<file path="src/rtl/pcfs_pkg.sv">
// ----------------------------------------------------------------------------
// pcfs_pkg: shared types and constants for the pulse-coupled flash sync unit
// Register indexes, configuration and result bundles, value narrowing helper.
// ----------------------------------------------------------------------------
`default_nettype none

package pcfs_pkg;

   // Width of the phase arithmetic; the phase register carries one extra bit.
   localparam int PHASE_BITS = 16;
   localparam int PhaseW     = PHASE_BITS + 1;

   localparam int CsrIdxW  = 3;
   localparam int CsrDataW = 16;
   localparam int DrawW    = 16;

   typedef enum logic [CsrIdxW-1:0] {
      REG_ENABLE       = 3'd0,
      REG_MIN_BOOST    = 3'd1,
      REG_MAX_BOOST    = 3'd2,
      REG_CYCLE_LENGTH = 3'd3,
      REG_FLASH_WINDOW = 3'd4
   } reg_idx_type;

   localparam logic [CsrDataW-1:0] RstMinBoost   = 16'd500;
   localparam logic [CsrDataW-1:0] RstMaxBoost   = 16'd1000;
   localparam logic [CsrDataW-1:0] RstCycleLen   = 16'd20000;
   localparam logic [CsrDataW-1:0] RstFlashWin   = 16'd200;

   typedef struct packed {
      logic                enable;
      logic [CsrDataW-1:0] min_boost;
      logic [CsrDataW-1:0] max_boost;
      logic [CsrDataW-1:0] cycle_length;
      logic [CsrDataW-1:0] flash_window;
   } cfg_type;

   typedef struct packed {
      logic flash_led;
      logic send_packet;
      logic cycle_done;
      logic is_synced;
   } res_type;

   // Take a 16-bit field modulo 2^PHASE_BITS (zero-extends when wider).
   function automatic logic [PHASE_BITS-1:0] val_of(input logic [15:0] v);
      logic [31:0] w;
      w = 32'(v);
      return w[PHASE_BITS-1:0];
   endfunction

endpackage

`default_nettype wire

</file>
<file path="src/rtl/pcfs_osc.sv">
// ----------------------------------------------------------------------------
// pcfs_osc: oscillator state and single-tick update
// Holds the phase counter and sync bookkeeping; computes one tick's result.
// ----------------------------------------------------------------------------
`default_nettype none

module pcfs_osc
   import pcfs_pkg::*;
(
   input  wire logic             clock,
   input  wire logic             reset,
   input  wire logic             step,
   input  wire cfg_type          cfg,
   input  wire logic             peer_flash,
   input  wire logic [DrawW-1:0] boost_draw,
   output res_type               res
);

   logic [PhaseW-1:0]     phase_ff, phase_in;
   logic                  flashed_ff, flashed_in;
   logic                  boosted_ff, boosted_in;
   logic                  started_ff, started_in;
   logic [1:0]            quiet_ff, quiet_in;
   logic                  synced_ff, synced_in;

   logic [PHASE_BITS-1:0] len, win, lo, hi, boost, start, half;
   logic [PhaseW-1:0]     len_x, boost_x;
   logic                  led, send, done;

   // boost clamp: raise to min first, then cap at max (max wins)
   always_comb begin
      lo    = val_of(cfg.min_boost);
      hi    = val_of(cfg.max_boost);
      boost = val_of(boost_draw);
      if (boost < lo) begin
         boost = lo;
      end
      if (boost > hi) begin
         boost = hi;
      end
   end

   assign len     = val_of(cfg.cycle_length);
   assign win     = val_of(cfg.flash_window);
   assign len_x   = {1'b0, len};
   assign boost_x = {1'b0, boost};
   assign half    = len >> 1;
   assign start   = (win > len) ? '0 : len - win;

   always_comb begin
      phase_in   = phase_ff;
      flashed_in = flashed_ff;
      boosted_in = boosted_ff;
      started_in = started_ff;
      quiet_in   = quiet_ff;
      synced_in  = synced_ff;
      led        = 1'b0;
      send       = 1'b0;
      done       = 1'b0;
      if (!cfg.enable) begin
         phase_in   = '0;
         flashed_in = 1'b0;
         boosted_in = 1'b0;
      end else begin
         if (phase_ff < len_x) begin
            if (peer_flash) begin
               boosted_in = 1'b1;
               started_in = 1'b1;
               quiet_in   = 2'd0;
               if (phase_ff < {1'b0, half}) begin
                  phase_in = (phase_ff >= boost_x) ? phase_ff - boost_x : '0;
               end else begin
                  phase_in = phase_ff + boost_x;
               end
            end else if (phase_ff >= {1'b0, start}) begin
               led        = 1'b1;
               send       = 1'b1;
               flashed_in = 1'b1;
               phase_in   = len_x;
            end else begin
               phase_in = phase_ff + PhaseW'(1);
            end
         end
         if (phase_in >= len_x) begin
            done = 1'b1;
            if (!boosted_in && started_in && (quiet_in != 2'd3)) begin
               quiet_in = quiet_in + 2'd1;
            end
            if (!flashed_in) begin
               led = 1'b1;  // silent flash at period end
            end
            if (quiet_in == 2'd2) begin
               synced_in = 1'b1;
            end
            phase_in   = '0;
            flashed_in = 1'b0;
            boosted_in = 1'b0;
         end
      end
   end

   assign res.flash_led   = led;
   assign res.send_packet = send;
   assign res.cycle_done  = done;
   assign res.is_synced   = synced_in;

   always_ff @(posedge clock) begin
      if (reset) begin
         phase_ff   <= '0;
         flashed_ff <= 1'b0;
         boosted_ff <= 1'b0;
         started_ff <= 1'b0;
         quiet_ff   <= 2'd0;
         synced_ff  <= 1'b0;
      end else if (step) begin
         phase_ff   <= phase_in;
         flashed_ff <= flashed_in;
         boosted_ff <= boosted_in;
         started_ff <= started_in;
         quiet_ff   <= quiet_in;
         synced_ff  <= synced_in;
      end
   end

   // synced is sticky
   a_synced_sticky: assert property (@(posedge clock) disable iff (reset)
      synced_ff |=> synced_ff)
      else $error("synced flag dropped");

endmodule

`default_nettype wire

</file>
<file path="src/rtl/pulse_coupled_flash_sync_unit.sv">
// ----------------------------------------------------------------------------
// pulse_coupled_flash_sync_unit: pulse-coupled oscillator flash synchronizer
// One request per tick; adjusts the phase on peer flashes and reports flashes.
// ----------------------------------------------------------------------------
//
//   Channel  Direction  Handshake           Payload
//   req_     in         req_valid/req_stall peer_flash, boost_draw[15:0]
//   rsp_     out        rsp_valid/rsp_stall flash_led, send_packet, cycle_done,
//                                           is_synced
//   csr_     in         csr_valid/csr_ready csr_index[2:0], csr_wdata[15:0]
//
// A request lands in the input register, is evaluated combinationally against
// the oscillator state and lands in the result register; one request per cycle
// is sustained while rsp_stall is low. The combinational state update
// (compare, clamp, 17-bit add) sets that rate.
// Reset (synchronous) loads the register defaults and clears the phase.
// A stalled result holds its register; the input register still takes one
// more request, then req_stall rises until the result drains.
//
`default_nettype none

module pulse_coupled_flash_sync_unit
   import pcfs_pkg::*;
(
   input  wire logic                clock,
   input  wire logic                reset,
   // requests
   input  wire logic                req_valid,
   output      logic                req_stall,
   input  wire logic                req_peer_flash,
   input  wire logic [DrawW-1:0]    req_boost_draw,
   // results
   output      logic                rsp_valid,
   input  wire logic                rsp_stall,
   output      logic                rsp_flash_led,
   output      logic                rsp_send_packet,
   output      logic                rsp_cycle_done,
   output      logic                rsp_is_synced,
   // register writes
   input  wire logic                csr_valid,
   output      logic                csr_ready,
   input  wire logic [CsrIdxW-1:0]  csr_index,
   input  wire logic [CsrDataW-1:0] csr_wdata
);

   cfg_type          cfg_ff, cfg_in;

   logic             in_valid_ff, in_valid_in;
   logic             in_peer_ff;
   logic [DrawW-1:0] in_draw_ff;

   logic             out_valid_ff, out_valid_in;
   res_type          out_res_ff;
   res_type          step_res;

   logic             req_take;
   logic             advance;

   // ---- configuration registers; writes always accepted ----
   assign csr_ready = 1'b1;

   always_comb begin
      cfg_in = cfg_ff;
      if (csr_valid) begin
         unique case (csr_index)
            REG_ENABLE:       cfg_in.enable       = csr_wdata[0];
            REG_MIN_BOOST:    cfg_in.min_boost    = csr_wdata;
            REG_MAX_BOOST:    cfg_in.max_boost    = csr_wdata;
            REG_CYCLE_LENGTH: cfg_in.cycle_length = csr_wdata;
            REG_FLASH_WINDOW: cfg_in.flash_window = csr_wdata;
            default:          cfg_in = cfg_ff;  // unmapped index: ignored
         endcase
      end
   end

   always_ff @(posedge clock) begin
      if (reset) begin
         cfg_ff.enable       <= 1'b0;
         cfg_ff.min_boost    <= RstMinBoost;
         cfg_ff.max_boost    <= RstMaxBoost;
         cfg_ff.cycle_length <= RstCycleLen;
         cfg_ff.flash_window <= RstFlashWin;
      end else begin
         cfg_ff <= cfg_in;
      end
   end

   // ---- pipeline control ----
   // evaluate when a request waits and the result slot is free or draining
   assign advance   = in_valid_ff && (!out_valid_ff || !rsp_stall);
   assign req_stall = in_valid_ff && !advance;
   assign req_take  = req_valid && !req_stall;

   assign in_valid_in  = req_take || (in_valid_ff && !advance);
   assign out_valid_in = advance || (out_valid_ff && rsp_stall);

   always_ff @(posedge clock) begin
      if (reset) begin
         in_valid_ff  <= 1'b0;
         out_valid_ff <= 1'b0;
      end else begin
         in_valid_ff  <= in_valid_in;
         out_valid_ff <= out_valid_in;
      end
   end

   always_ff @(posedge clock) begin
      if (req_take) begin
         in_peer_ff <= req_peer_flash;
         in_draw_ff <= req_boost_draw;
      end
      if (advance) begin
         out_res_ff <= step_res;
      end
   end

   // ---- oscillator ----
   pcfs_osc u_osc (
      .clock      (clock),
      .reset      (reset),
      .step       (advance),
      .cfg        (cfg_ff),
      .peer_flash (in_peer_ff),
      .boost_draw (in_draw_ff),
      .res        (step_res)
   );

   assign rsp_valid       = out_valid_ff;
   assign rsp_flash_led   = out_res_ff.flash_led;
   assign rsp_send_packet = out_res_ff.send_packet;
   assign rsp_cycle_done  = out_res_ff.cycle_done;
   assign rsp_is_synced   = out_res_ff.is_synced;

   // ---- checks ----
   a_send_has_led: assert property (@(posedge clock) disable iff (reset)
      (rsp_valid && rsp_send_packet) |-> rsp_flash_led)
      else $error("send without flash");

   a_send_ends_cycle: assert property (@(posedge clock) disable iff (reset)
      (rsp_valid && rsp_send_packet) |-> rsp_cycle_done)
      else $error("send without cycle end");

   a_advance_lands: assert property (@(posedge clock) disable iff (reset)
      advance |=> rsp_valid)
      else $error("evaluated request lost");

endmodule

`default_nettype wire
</file>
<file path="config.mk">
export PLATFORM = sky130hd
export DESIGN_NAME = pulse_coupled_flash_sync_unit
export DESIGN_NICKNAME = d
export VERILOG_FILES = /design/src/rtl/pcfs_pkg.sv /design/src/rtl/pcfs_osc.sv /design/src/rtl/pulse_coupled_flash_sync_unit.sv
export SDC_FILE = /design/constraint.sdc
export NUM_CORES = 1
export LEC_CHECK = 0
export BUFFER_PORTS_ARGS = -buffer_cell sky130_fd_sc_hd__buf_4
export CAP_MARGIN = 30
export CORE_MARGIN = 2
export CORE_UTILIZATION = 44
export CTS_CLUSTER_SIZE = 8
export DETAILED_ROUTE_END_ITERATION = 6
export GPL_TIMING_DRIVEN = 0
export PLACE_DENSITY = 0.61
export SETUP_SLACK_MARGIN = 0.5
export SKIP_CTS_REPAIR_TIMING = 1
export SYNTH_ARGS = -nofsm -noshare
export SYNTH_HDL_FRONTEND = slang
export SYNTH_SLANG_ARGS = --single-unit
</file>
<file path="constraint.sdc">
create_clock -name clock -period 14.85 [get_ports clock]
set_clock_uncertainty 0.05 [all_clocks]
set_input_delay 0.7425 -clock clock [delete_from_list [all_inputs] [get_ports clock]]
set_output_delay 0.7425 -clock clock [all_outputs]
set_load 0.01 [all_outputs]
</file>
==> results of run 1 <==
layout by cell type, fill, tap and decap left out, types with 10 or more instances in the layout:
cell and instances:
a211o_1 13, a21o_1 18, a21oi_1 99, a22o_1 14, a31oi_1 13, and2_1 10
buf_4 47, clkbuf_1 38, dfxtp_1 90, edfxtp_1 21, ha_1 144, inv_1 85
mux2_2 30, mux2i_1 22, nand2_1 171, nand3_1 30, nand3b_1 15, nand4_1 19
nor2_1 69, nor3_1 22, o211ai_1 11, o21a_1 15, o21ai_0 38, o31ai_1 12
xnor2_1 25
worst register-to-register path: cells and delay by family (launching register included):
kind / cells / cell delay, ns
compound gates: 27 / 5.48
fa+ha+maj: 4 / 1.12
buf+inv: 4 / 1.49
flops: 1 / 0.42
mux: 2 / 0.68
simple gates: 4 / 1.20
metal layers:
layer | track usage | up-vias | wire (µm)
li1 | - | 4475 | -
met1 | 0.376 | 4161 | 14300
met2 | 0.399 | 306 | 13100
met3 | 0.0352 | 77 | 1960
met4 | 0.0961 | 0 | 1130
met5 | 0 | - | 0
cell usage after synthesis (7+ instances only):
cell type	number
a211o_1	13
a211oi_1	8
a21o_1	18
a21oi_1	99
a22o_1	14
a31oi_1	13
and2_1	10
and3_1	9
buf_2	9
clkbuf_1	38
dfxtp_1	90
edfxtp_1	21
ha_1	144
inv_1	85
mux2_2	30
mux2i_1	22
nand2_1	171
nand2b_1	8
nand3_1	30
nand3b_1	15
nand4_1	19
nor2_1	69
nor2b_1	10
nor3_1	22
o211ai_1	11
o21a_1	15
o21ai_0	38
o31ai_1	12
or3_1	7
xnor2_1	25
xor2_1	9
flip-flops by register name, indices dropped and copies added, names as in the netlist:
signal / cells
in_peer_ff: 1
cfg_ff: 65
u_osc.phase_ff: 17
rsp_valid: 1
u_osc.started_ff: 1
in_draw_ff: 16
rsp_flash_led: 1
u_osc.synced_ff: 1
u_osc.quiet_ff: 2
rsp_send_packet: 1
u_osc.flashed_ff: 1
u_osc.boosted_ff: 1
in_valid_ff: 1
rsp_is_synced: 1
rsp_cycle_done: 1
layout make-up:
type | count | area, µm² | area share
clock inverter | 7 | 82.6 | 0.00763
sequential | 111 | 2430 | 0.225
multi-input combinational | 950 | 6850 | 0.633
buffer | 49 | 206 | 0.0191
tap | 280 | 350 | 0.0324
timing repair buffer | 46 | 345 | 0.0319
inverter | 87 | 327 | 0.0302
clock buffer | 9 | 225 | 0.0208
path summary, 6_finish.rpt:
path            startpoint           endpoint  slack (ns)  cells after the start
max          in_draw_ff[9]  u_osc.phase_ff[8]        4.37                     41
min             cfg_ff[13]         cfg_ff[13]        0.41                      2
max reg2reg  in_draw_ff[9]  u_osc.phase_ff[8]        4.37                     41
min reg2reg     cfg_ff[13]         cfg_ff[13]        0.41                      2
power groups by stage:
stage	combinational, mW	clock, mW	sequential [mW]
floorplan	0.129	0	0.326
global placement	0.178	0	0.328
detailed placement	0.181	0	0.329
CTS	0.182	0.266	0.322
global route	0.203	0.275	0.323
finish	0.183	0.262	0.322
metrics by stage:
step / utilization / hold WS, ns / setup WS [ns]
floorplan: - / 0.379 / 6.74
global placement: 0.480 / 0.392 / 4.63
detailed placement: 0.480 / 0.398 / 4.55
CTS: 0.494 / 0.410 / 4.51
global route: 0.494 / 0.446 / 3.77
finish: 0.494 / 0.410 / 4.37
kinds of logic after synthesis:
| family | share of synthesized area |
|---|---|
| buffers and inverters | 0.0543 |
| multiplexers | 0.0569 |
| flip-flops | 0.248 |
| AND/OR/NAND/NOR | 0.195 |
| adder cells (fa/ha/maj) | 0.190 |
| AO/OA/AOI/OAI | 0.226 |
| other | 0.000382 |
| XOR/XNOR | 0.0303 |
==> flow_summary_export.csv, run 1 <==
group,metric,value,unit
yosys,yosys-top-cells-area,"dfxtp_1 (18%), ha_1 (18%), nand2_1 (6.5%), edfxtp_1 (6.4%), a21oi_1 (5.0%)",
yosys,syn_area,9820,µm²
yosys,synthArstFlopShare,0,
grt,antenna_found_initial,0,
status,status,"completed",
timing,finalSetupTns,0,ns
run,drv_cap,0,
yosys,synth_seq_cells,111,
timing,rsz0062_at_grt,"false",
routing,antenna_left,0,
setup_path,critPathKind,"reg2reg",
routing,drt_iter0_drc,779,
power,p_comb_frac,0.238,
layout,fin_nets,1442,
yosys,yosys.cell_types.count,84,
placement,io_buffers,46,
timing,min_period,10.48,ns
layout,n_fill_cell,2201,
placement,post_dp_cell_area,10500,µm²
grt,grt_overflow_total,0,
setup_path,critPathBufInv,4,
floorplan,io_pins,48,
setup_path,cpPeakStageDelay,0.60,ns
placement,dp.final_hpwl,24.2,mm
timing,tightestPinTransition,0.957,ns
floorplan,rows,54,
grt,grt_pass1_wl,48.1,mm
power,internal_power,0.512,mW
placement,gp_congestion,0.912,
timing,maxSlewHeadroom,0.359,
setup_path,crit_path_end_kind,"flop",
clock_network,clock_latency,0.38,ns
setup_path,crit_arrival,10.74,ns
floorplan,die_h,153,µm
power,p_clk_frac,0.342,
floorplan,initial_core_util,0.448,
grt,grt_use_total,0.262,
clock_network,cts.path.max_buffers,2,
setup_path,cp_slowest_cell,"o21ai_1",
yosys,yosysWarnings,0,
power,swShare,0.331,
routing,vias,9019,
yosys,syn_inst,1197,
yosys,syn-num-nets,1385,
layout,finalInstanceArea,10800,µm²
routing,drt-total-wl,30.5,mm
routing,drc,0,
power,power.density,70.8,nW/µm²
yosys,synthFlopType,"dfxtp_1",
yosys,yosysTopAreaCellShare,0.184,
power,total_leakage_power,4.64,nW
routing,vias_per_cell,5.86,
clock_network,htree_levels,3,
yosys,yosysTopAreaCell,"dfxtp_1",
clock_network,cts_root_buf,"clkbuf_16",
layout,drive_gt1_frac,0.104,
timing,drv_slew,0,
clock_network,tritoncts.num_buffers,9,
setup_path,cp_max_fo,10,
setup_path,crit_top_cell,"o21a_1",
clock_network,tritoncts,"done",
setup_path,path_delay_family,"compound AO/OA/AOI/OAI gates",
power,power,0.766,mW
routing,wl_per_cell,19.8,µm
setup_path,worstPathRequired,15.11,ns
setup_path,startpoint_type,"flop",
grt,grt_start_max_net_pins,23,
floorplan,die_x,153,µm
power,switching_power,0.254,mW
yosys,synth_seq_area_share,0.248,
layout,instances_no_fill,1539,
floorplan,die_area,23500,µm²
timing,finalSetupViolCount,0,
clock_network,clock-sinks,111,
power,pwr-share-seq,0.420,
yosys,syn_area_per_cell,8.20,µm²
timing,final_hold_viol_count,0,
timing,fmax,95.4,MHz
routing,drt_pass1_iterations,5,
floorplan,coreArea,21900,µm²
layout,antenna_cells,0,
layout,area_growth,10.2,%
timing,fin_crit_sh,0.706,
clock_network,cts.clk_slew.worst_paths,0.09,ns
placement,place_inst,1523,
yosys,synth-edff-count,21,
grt,grt_pass1_vias,8587,
hold_path,worstHoldPathType,"reg2reg",
power,ir_drop,0.0534,mV
No activity file was read; power rests on OpenSTA's default activity.
==> inputs of run 2 (changes only) <==
--- a/config.mk
+++ b/config.mk
@@ -12,7 +12,7 @@
 export CTS_CLUSTER_SIZE = 8
 export DETAILED_ROUTE_END_ITERATION = 6
 export GPL_TIMING_DRIVEN = 0
-export PLACE_DENSITY = 0.61
+export PLACE_DENSITY = 0.64
 export SETUP_SLACK_MARGIN = 0.5
 export SKIP_CTS_REPAIR_TIMING = 1
 export SYNTH_ARGS = -nofsm -noshare
==> constraint.sdc (replaced) <==
create_clock -name clock -period 9.5 [get_ports clock]
set_clock_uncertainty 0.05 [all_clocks]
set_input_delay 0.475 -clock clock [delete_from_list [all_inputs] [get_ports clock]]
set_output_delay 0.475 -clock clock [all_outputs]
set_load 0.01 [all_outputs]
==> flow_summary_export.csv, run 2 (same netlist as run 1, synthesis figures left out) <==
group,metric,value,unit
floorplan,die_h,153,µm
routing,antenna_left,0,
power,internal_power,0.818,mW
timing,final_hold_viol_count,0,
floorplan,io_pins,48,
setup_path,cp_max_fo,10,
layout,largest_register_ffs,65,
grt,grt_use_met3,0.0434,
timing,finalSetupTns,0,ns
setup_path,cp_slowest_cell,"edfxtp_1",
placement,gp_congestion,0.981,
grt,grt_overflow_total,0,
grt,grt-busiest-layer,"met2",
routing,drc,0,
grt,antenna_found_initial,0,
routing,vias,9081,
routing,drt_pass1_iterations,7,
grt,met1_usage,0.358,
power,power,1.21,mW
placement,post_dp_cell_area,10500,µm²
power,swShare,0.325,
floorplan,rows,54,
setup_path,r2r-start,"in_draw_ff[9]",
power,switching_power,0.393,mW
routing,vias_per_cell,5.86,
setup_path,crit_arrival,8.89,ns
placement,io_buffers,46,
clock_network,tritoncts,"done",
clock_network,cts_root_buf,"clkbuf_16",
clock_network,clock_latency,0.37,ns
power,p_comb_frac,0.251,
floorplan,coreArea,21900,µm²
setup_path,rrSetupSlack,0.87,ns
grt,grt_pass1_vias,8680,
timing,drv_slew,0,
hold_path,hold-path-endpoint,"in_draw_ff[11]",
routing,drt-total-wl,30.4,mm
clock_network,tritoncts.num_buffers,9,
status,status,"completed",
layout,fin_nets,1452,
layout,mostFrequentLayoutCells,"nand2_1 (170), ha_1 (144), a21oi_1 (96)",
grt,met2_usage,0.408,
hold_path,min_from,"req_boost_draw[11]",
layout,drive_gt1_frac,0.130,
clock_network,htree_levels,3,
routing,wl_per_cell,19.6,µm
setup_path,cpPeakStageDelay,0.40,ns
layout,antenna_cells,0,
layout,n_fill_cell,2139,
power,power.density,110,nW/µm²
hold_path,worstHoldPathType,"in2reg",
layout,top_regs,"cfg_ff x65, u_osc.phase_ff x17, in_draw_ff x16",
layout,top_register,"cfg_ff",
setup_path,crit_path_end_kind,"flop",
timing,fmax,116,MHz
grt,grt_use_total,0.258,
clock_network,cts.clk_slew.worst_paths,0.08,ns
timing,rsz0062_at_grt,"false",
clock_network,cts.path.max_buffers,2,
grt,grt_pass1_wl,47.7,mm
layout,fin_util,0.505,
layout,area_growth,12.5,%
timing,tightestPinTransition,0.949,ns
setup_path,r2r_cells,39,
layout,final_common_cell,"nand2_1",
grt,grt_start_max_net_pins,22,
setup_path,path_delay_family,"compound AO/OA/AOI/OAI gates",
hold_path,worstHoldPathCells,1,
routing,drt_iter0_drc,652,
timing,finalSetupViolCount,0,
power,pwr-share-seq,0.415,
clock_network,clock-sinks,111,
power,p_clk_frac,0.333,
floorplan,initial_core_util,0.448,
power,ir_drop,0.0819,mV
power,total_leakage_power,4.73,nW
setup_path,critPathBufInv,4,
timing,min_period,8.63,ns
setup_path,worstPathRequired,9.76,ns
layout,multi_input_area,6970,µm²
floorplan,die_area,23500,µm²
run,drv_cap,0,
floorplan,die_x,153,µm
timing,maxSlewHeadroom,0.366,
setup_path,startpoint_type,"flop",
setup_path,r2r_end,"u_osc.phase_ff[0]",
timing,fin_crit_sh,0.908,
placement,dp.final_hpwl,24.1,mm
layout,finalInstanceArea,11000,µm²
setup_path,critPathKind,"reg2reg",
layout,regArea,2430,µm²
## run 2: changes by cell type in the layout (fill, tap and decap cells not counted), moves of 3 or more
cell	previous run	this run
a21oi_1	99	96
buf_4	47	57
buf_6	1	4
clkbuf_1	38	30
clkbuf_2	0	4
inv_6	0	3
o21ai_0	38	35
## run 2: stage by stage
step	instances	hold WS [ns]	setup slack [ns]
global route	1549	0.213	0.517
floorplan	1197	0.379	1.39
finish	1549	0.226	0.872
CTS	1539	0.220	-0.879
global placement	1523	0.390	-0.788
detailed placement	1523	0.398	-0.818
## run 2: worst max-delay path by stage
stage	cells past startpoint	end	from
after CTS	41	u_osc.phase_ff[8]	in_draw_ff[9]
after floorplan	40	u_osc.phase_ff[8]	in_draw_ff[9]
after global routing	39	u_osc.phase_ff[0]	in_draw_ff[9]
after detailed placement	41	u_osc.phase_ff[8]	in_draw_ff[1]
after global placement	41	u_osc.phase_ff[8]	in_draw_ff[1]
final	39	u_osc.phase_ff[0]	in_draw_ff[9]
## run 2: metal layers
layer  part of all wire  wire length (µm)
met5                  0                 0
met4              0.029               877
met3              0.061              1860
met2               0.45             13600
met1               0.46             14100
## run 2: layout make-up
cell class,count,area share
multi-input cells,950,0.631
clock inverters,6,0.00589
well taps,280,0.0317
flip-flops and latches,111,0.220
clock buffers,10,0.0216
inverters,87,0.0296
repair buffers,56,0.0381
plain buffers,49,0.0215
## run 2: power groups by stage
stage               clock network (mW)  registers [mW]  logic, mW
global placement                     0           0.513      0.278
CTS                              0.407           0.502      0.283
global route                     0.424           0.504      0.336
finish                           0.403           0.503      0.304
floorplan                            0           0.510      0.201
detailed placement                   0           0.514      0.281
